==> src/sv/assert_macros.svh <==
// Assertion helpers shared by the RTL.
`ifndef ASSERT_MACROS_SVH
`define ASSERT_MACROS_SVH
`ifndef SYNTH
// Same-cycle implication, off during reset.
`define ASSERT_IMPL(name, clk, rstn, ante, cons, msg) \
  name: assert property (@(posedge clk) disable iff (!rstn) (ante) |-> (cons)) \
    else $error(msg);
// Next-cycle implication, off during reset.
`define ASSERT_NEXT(name, clk, rstn, ante, cons, msg) \
  name: assert property (@(posedge clk) disable iff (!rstn) (ante) |=> (cons)) \
    else $error(msg);
`else
`define ASSERT_IMPL(name, clk, rstn, ante, cons, msg)
`define ASSERT_NEXT(name, clk, rstn, ante, cons, msg)
`endif
`endif

==> src/sv/hsv2rgb_pkg.sv <==
package hsv2rgb_pkg;

  typedef logic [7:0]  level_t;   // one 8-bit channel or level
  typedef logic [2:0]  sext_t;    // hue sextant, 0..6
  typedef logic [10:0] hscale_t;  // hue on the 0..1530 scale

  localparam int HueWidth   = 16;
  localparam int ScaleWidth = HueWidth + 11;  // hue * 1530 + round fits 27 bits
  localparam int HueScale   = 1530;
  localparam int HueRound   = 32768;
  localparam int SextSpan   = 255;
  localparam int LevelMax   = 255;
  localparam int NumBounds  = 6;              // sextant boundaries on the scale

  // Sextant codes; the top of the scale (6) falls into the last ordering.
  localparam sext_t SEXT_RY = 3'd0;  // red to yellow
  localparam sext_t SEXT_YG = 3'd1;  // yellow to green
  localparam sext_t SEXT_GC = 3'd2;  // green to cyan
  localparam sext_t SEXT_CB = 3'd3;  // cyan to blue
  localparam sext_t SEXT_BM = 3'd4;  // blue to magenta
  localparam sext_t SEXT_TOP = 3'd6; // rounded hue of 1530

endpackage

==> src/sv/hsv_to_rgb_pixel.sv <==
// Channel  Direction  Handshake           Fields
// in_      in         in_valid/in_stall   hue[15:0], saturation[7:0], brightness[7:0]
// out_     out        out_valid/out_stall red[7:0], green[7:0], blue[7:0]
//
// Five register stages: hue scale, sextant split, cut products, level products,
// channel select. One beat enters per cycle while in_stall is low.
// Each stage holds a valid bit; a stage takes a new beat when it is empty or
// its successor moves, so bubbles close up behind a stalled output.
// rst_n (synchronous) clears the valid bits only; payload is not reset.
`include "assert_macros.svh"

module hsv_to_rgb_pixel
  import hsv2rgb_pkg::*;
(
  input  logic        clk,
  input  logic        rst_n,
  input  logic        in_valid,
  output logic        in_stall,
  input  logic [15:0] in_hue,
  input  logic [7:0]  in_saturation,
  input  logic [7:0]  in_brightness,
  output logic        out_valid,
  input  logic        out_stall,
  output logic [7:0]  out_red,
  output logic [7:0]  out_green,
  output logic [7:0]  out_blue
);

  // stage valids and ready chain
  logic v1_r, v2_r, v3_r, v4_r, v5_r;
  logic rdy1, rdy2, rdy3, rdy4, rdy5;

  assign rdy5     = !v5_r || !out_stall;
  assign rdy4     = !v4_r || rdy5;
  assign rdy3     = !v3_r || rdy4;
  assign rdy2     = !v2_r || rdy3;
  assign rdy1     = !v1_r || rdy2;
  assign in_stall = !rdy1;

  always_ff @(posedge clk) begin
    if (!rst_n) begin
      v1_r <= 1'b0;
      v2_r <= 1'b0;
      v3_r <= 1'b0;
      v4_r <= 1'b0;
      v5_r <= 1'b0;
    end else begin
      if (rdy1) v1_r <= in_valid;
      if (rdy2) v2_r <= v1_r;
      if (rdy3) v3_r <= v2_r;
      if (rdy4) v4_r <= v3_r;
      if (rdy5) v5_r <= v4_r;
    end
  end

  // Stage 1: round hue onto 0..1530
  logic [ScaleWidth-1:0] prod1;
  hscale_t scaled1_nxt, scaled1_r;
  level_t  sat1_r, val1_r;

  assign prod1 = ScaleWidth'(in_hue) * ScaleWidth'(HueScale) + ScaleWidth'(HueRound);
  assign scaled1_nxt = prod1[ScaleWidth-1:HueWidth];

  always_ff @(posedge clk) begin
    if (rdy1 && in_valid) begin
      scaled1_r <= scaled1_nxt;
      sat1_r    <= in_saturation;
      val1_r    <= in_brightness;
    end
  end

  // Stage 2: sextant by boundary compares, remainder, level p
  sext_t          sext2_nxt, sext2_r;
  level_t         frac2_nxt, frac2_r;
  logic [15:0]    pprod2;
  level_t         p2_nxt, p2_r, sat2_r, val2_r;
  hscale_t        base2;

  always_comb begin
    sext2_nxt = '0;
    for (int k = 1; k <= NumBounds; k++) begin
      if (scaled1_r >= hscale_t'(k * SextSpan)) sext2_nxt = sext2_nxt + sext_t'(1);
    end
  end

  assign base2     = {sext2_nxt, 8'b0} - hscale_t'(sext2_nxt);  // sextant * 255
  assign frac2_nxt = level_t'(scaled1_r - base2);
  assign pprod2    = 16'(val1_r) * 16'(level_t'(LevelMax) - sat1_r);
  assign p2_nxt    = pprod2[15:8];

  always_ff @(posedge clk) begin
    if (rdy2 && v1_r) begin
      sext2_r <= sext2_nxt;
      frac2_r <= frac2_nxt;
      p2_r    <= p2_nxt;
      sat2_r  <= sat1_r;
      val2_r  <= val1_r;
    end
  end

  // Stage 3: saturation cuts for q and t
  logic [15:0] cqprod3, ctprod3;
  level_t      cq3_r, ct3_r, p3_r, val3_r;
  sext_t       sext3_r;
  logic        grey3_r;

  assign cqprod3 = 16'(sat2_r) * 16'(frac2_r);
  assign ctprod3 = 16'(sat2_r) * 16'(level_t'(LevelMax) - frac2_r);

  always_ff @(posedge clk) begin
    if (rdy3 && v2_r) begin
      cq3_r   <= cqprod3[15:8];
      ct3_r   <= ctprod3[15:8];
      p3_r    <= p2_r;
      val3_r  <= val2_r;
      sext3_r <= sext2_r;
      grey3_r <= (sat2_r == '0);
    end
  end

  // Stage 4: levels q and t
  logic [15:0] qprod4, tprod4;
  level_t      q4_r, t4_r, p4_r, val4_r;
  sext_t       sext4_r;
  logic        grey4_r;

  assign qprod4 = 16'(val3_r) * 16'(level_t'(LevelMax) - cq3_r);
  assign tprod4 = 16'(val3_r) * 16'(level_t'(LevelMax) - ct3_r);

  always_ff @(posedge clk) begin
    if (rdy4 && v3_r) begin
      q4_r    <= qprod4[15:8];
      t4_r    <= tprod4[15:8];
      p4_r    <= p3_r;
      val4_r  <= val3_r;
      sext4_r <= sext3_r;
      grey4_r <= grey3_r;
    end
  end

  // Stage 5: channel ordering by sextant, grey bypass
  level_t red5_nxt, green5_nxt, blue5_nxt;
  level_t red5_r, green5_r, blue5_r;

  always_comb begin
    case (sext4_r)
      SEXT_RY: begin red5_nxt = val4_r; green5_nxt = t4_r;   blue5_nxt = p4_r;   end
      SEXT_YG: begin red5_nxt = q4_r;   green5_nxt = val4_r; blue5_nxt = p4_r;   end
      SEXT_GC: begin red5_nxt = p4_r;   green5_nxt = val4_r; blue5_nxt = t4_r;   end
      SEXT_CB: begin red5_nxt = p4_r;   green5_nxt = q4_r;   blue5_nxt = val4_r; end
      SEXT_BM: begin red5_nxt = t4_r;   green5_nxt = p4_r;   blue5_nxt = val4_r; end
      default: begin red5_nxt = val4_r; green5_nxt = p4_r;   blue5_nxt = q4_r;   end
    endcase
    if (grey4_r) begin
      red5_nxt   = val4_r;
      green5_nxt = val4_r;
      blue5_nxt  = val4_r;
    end
  end

  always_ff @(posedge clk) begin
    if (rdy5 && v4_r) begin
      red5_r   <= red5_nxt;
      green5_r <= green5_nxt;
      blue5_r  <= blue5_nxt;
    end
  end

  assign out_valid = v5_r;
  assign out_red   = red5_r;
  assign out_green = green5_r;
  assign out_blue  = blue5_r;

  // checks
  `ASSERT_IMPL(a_sext_range, clk, rst_n, v2_r, sext2_r <= SEXT_TOP, "sextant above top")
  `ASSERT_IMPL(a_frac_range, clk, rst_n, v2_r, frac2_r != 8'hFF, "remainder out of range")
  `ASSERT_IMPL(a_empty_takes, clk, rst_n, !v1_r, !in_stall, "empty front stage stalls input")
  `ASSERT_NEXT(a_grey_out, clk, rst_n, v4_r && rdy5 && grey4_r, out_red == out_green && out_green == out_blue, "grey beat not equal")
  `ASSERT_NEXT(a_max_chan, clk, rst_n, v4_r && rdy5, out_red == $past(val4_r) || out_green == $past(val4_r) || out_blue == $past(val4_r), "no channel at brightness")

endmodule
==> config.mk <==
export PLATFORM = sky130hd
export DESIGN_NAME = hsv_to_rgb_pixel
export DESIGN_NICKNAME = d
export VERILOG_FILES = /design/src/sv/hsv2rgb_pkg.sv /design/src/sv/hsv_to_rgb_pixel.sv
export VERILOG_INCLUDE_DIRS = /design/src /design/src/sv
export SDC_FILE = /design/constraint.sdc
export NUM_CORES = 1
export LEC_CHECK = 0
export BUFFER_PORTS_ARGS = -buffer_cell sky130_fd_sc_hd__buf_4
export CAP_MARGIN = 40
export CORE_MARGIN = 3
export CORE_UTILIZATION = 35
export CTS_CLUSTER_SIZE = 25
export DETAILED_ROUTE_END_ITERATION = 7
export GPL_ROUTABILITY_DRIVEN = 0
export SYNTH_ARGS = -nofsm -noshare
export SYNTH_HDL_FRONTEND = slang
export SYNTH_SLANG_ARGS = --single-unit
==> constraint.sdc <==
create_clock -name clk -period 19.8 [get_ports clk]
set_input_delay 3.96 -clock clk [delete_from_list [all_inputs] [get_ports clk]]
set_output_delay 3.96 -clock clk [all_outputs]
set_load 0.01 [all_outputs]
==> out/metrics.yaml <==
status:
  outcome: "finished clean"
cells_and_area:
  final_nets: 2525
  antenna_cells: 0
  final_common_cell: "inv_1"
  largest_reg_flops: 11
  regMostFlops: "scaled1_r"
  drive_above_1_share: 0.0636
  area_growth_pct: 9.91
  final_cell_mix: "inv_1, ha_1, fa_1"
sta:
  fmax_mhz: 105
  slew_violations: 0
  fin_crit_ns: 9.51
  hold-worst-slack_ns: 0.410
  finClkSkew_ns: 0.00999
  min_period_over_period: 0.480
  setup_viol: 0
  rsz0062_at_grt: "false"
  finalSetupTns_ns: 0
  hold_viol: 0
  slew_headroom: 0.480
  tightest_slew_ns: 0.780
setup_path:
  cp-end-kind: "flip-flop"
  r2r_cells: 25
  start_kind: "input port"
  r2r_end: "frac2_r[7]"
  r2r_setup_slack_ns: 14.09
  arrival_ns: 9.70
  timing.rr.start: "scaled1_r[3]"
  crit_type: "in -> reg"
  crit_required_ns: 19.99
  crit_fanout: 7
  critPathLaunch: "in_hue[5]"
clocking:
  cts-root-buf: "clkbuf_16"
  cts.clk_slew.worst_paths_ns: 0.07
  cts_setup_buffers: 0
  numCtsBuffers: 17
  clockBufferDepth: 2
  post_cts_resized: 0
  htree_num_levels: 4
  insertion_delay_ns: 0.45
  hold_buffers: 0
  cts.sinks: 163
  tritoncts: "yes"
yosys:
  ys_seq_area_frac: 0.241
  synth_nets: 2476
  synth_cell_types: 63
  synth_top_area_cell: "fa_1"
  synth_seq_cells: 163
  synth-edff-count: 158
  ys_warn_count: 0
  synth_top_cell_area_share: 0.258
  syn_area_um2: 20100
  ys_top_cells_by_area: "fa_1, edfxtp_1, ha_1, inv_1, nor2b_1"
  synth_ff_type: "edfxtp_1"
  synth.avg_cell_area_um2: 10.5
  synthArstFlopShare: 0
  synthCells: 1920
floorplan:
  row_count: 87
  die_h_um: 245
  boundaryPins: 62
  die_x_um: 245
  initial_core_util: 0.355
  core_um2: 56600
  die-area_um2: 60300
global_routing:
  grt_pass1_wl_um: 67900
  grt_max_degree: 35
  grtUsageTotal: 0.138
  grt_pass1_vias: 14100
  grt.overflow.total: 0
  grt_antenna_before_repair: 0
route:
  drc: 0
  vias: 13000
  ant_nets: 0
  drt_pass1_iterations: 5
  wl_per_cell_um: 14.4
  drt-initial-drc-count: 464
  wirelength_um: 39500
  via_per_inst: 4.73
min_path:
  worstHoldStart: "val2_r[4]"
  hold_path_depth: 0
  hold_end: "val3_r[4]"
  min_path_type: "reg -> reg"
place:
  numPortBuffers: 61
  dpl.hpwl_um: 31900
run:
  cap_violations: 0
## stage by stage
step / setup WS, ns / cells / area [um^2] / util
floorplan: 10.40 / 1920 / 20100 / -
global placement: 10.01 / 2700 / 21400 / 0.378
detailed placement: 9.86 / 2706 / 21500 / 0.380
CTS: 10.33 / 2738 / 22100 / 0.390
global route: 10.05 / 2738 / 22100 / 0.390
finish: 10.29 / 2738 / 22100 / 0.390
## synth_stat cells (3+ instances only)
cell       number
a21oi_1        53
nand3_1         8
a2111oi_0       3
xor2_1         35
nor2b_1       147
fa_1          259
o21ai_0        33
xnor2_1        41
and2_1         43
clkbuf_1       38
a211oi_1        4
nand4_1         6
o21bai_1        6
or2_2           5
and3_1         13
dfxtp_1         5
mux2i_1        40
o22ai_1         8
ha_1          261
a21o_1         12
nand2_1        55
edfxtp_1      158
a22oi_1         8
nand2b_1      114
nor2_1         41
o211ai_1        4
and4_1          3
nor3_1         21
o21a_1          9
a31oi_1         3
o41ai_1         3
a221oi_1        9
o31ai_1         3
nor4_1          5
inv_1         421
or4_1           5
## logic make-up (layout without fill, tap and decap cells)
group | count (synthesis) | after routing | share of synthesized area
fa+ha+maj | 520 | 520 | 0.421
flops | 163 | 163 | 0.241
compound gates | 176 | 176 | 0.0584
simple gates | 477 | 477 | 0.137
mux | 42 | 42 | 0.0211
buf+inv | 466 | 528 | 0.0877
xor+xnor | 76 | 76 | 0.0332
## layer usage
metal	vias up	part of all wire	track usage
met5	-	0	0
met4	0	0.018	0.0327
met3	59	0.028	0.0212
met2	168	0.50	0.246
met1	6484	0.45	0.174
li1	6251	-	-
## worst max-delay path, stage by stage
cell	delay, ns
buf_4	0.15
inv_1	0.16
fa_1	0.47
fa_1	0.50
inv_1	0.06
fa_1	0.51
fa_1	0.54
inv_1	0.05
fa_1	0.50
inv_1	0.04
ha_1	0.37
a21o_1	0.23
a221oi_1	0.42
a2bb2oi_1	0.27
o311ai_2	0.14
xor2_1	0.26
and2_1	0.23
and4_1	0.25
nand3_1	0.12
nor4_1	0.32
xnor2_1	0.12
## how the worst max path moves through the flow
stage	endpoint	slack (ns)	cells past startpoint
final	scaled1_r[9]	10.29	21
after global routing	scaled1_r[9]	10.05	21
after CTS	scaled1_r[10]	10.33	21
after detailed placement	scaled1_r[9]	9.86	21
after global placement	scaled1_r[9]	10.01	21
after floorplan	scaled1_r[10]	10.40	21
## final cells by class
class	instances	area [um^2]
inverters	423	1590
fillers	5594	34500
well taps	756	946
clock buffers	17	425
multi-input cells	1291	13500
repair buffers	73	626
clock inverters	15	131
flip-flops and latches	163	4840
Power is left out: the tool's default activity adds up to more than one toggle a clock period on the data nets, which glitch-free logic cannot reach.
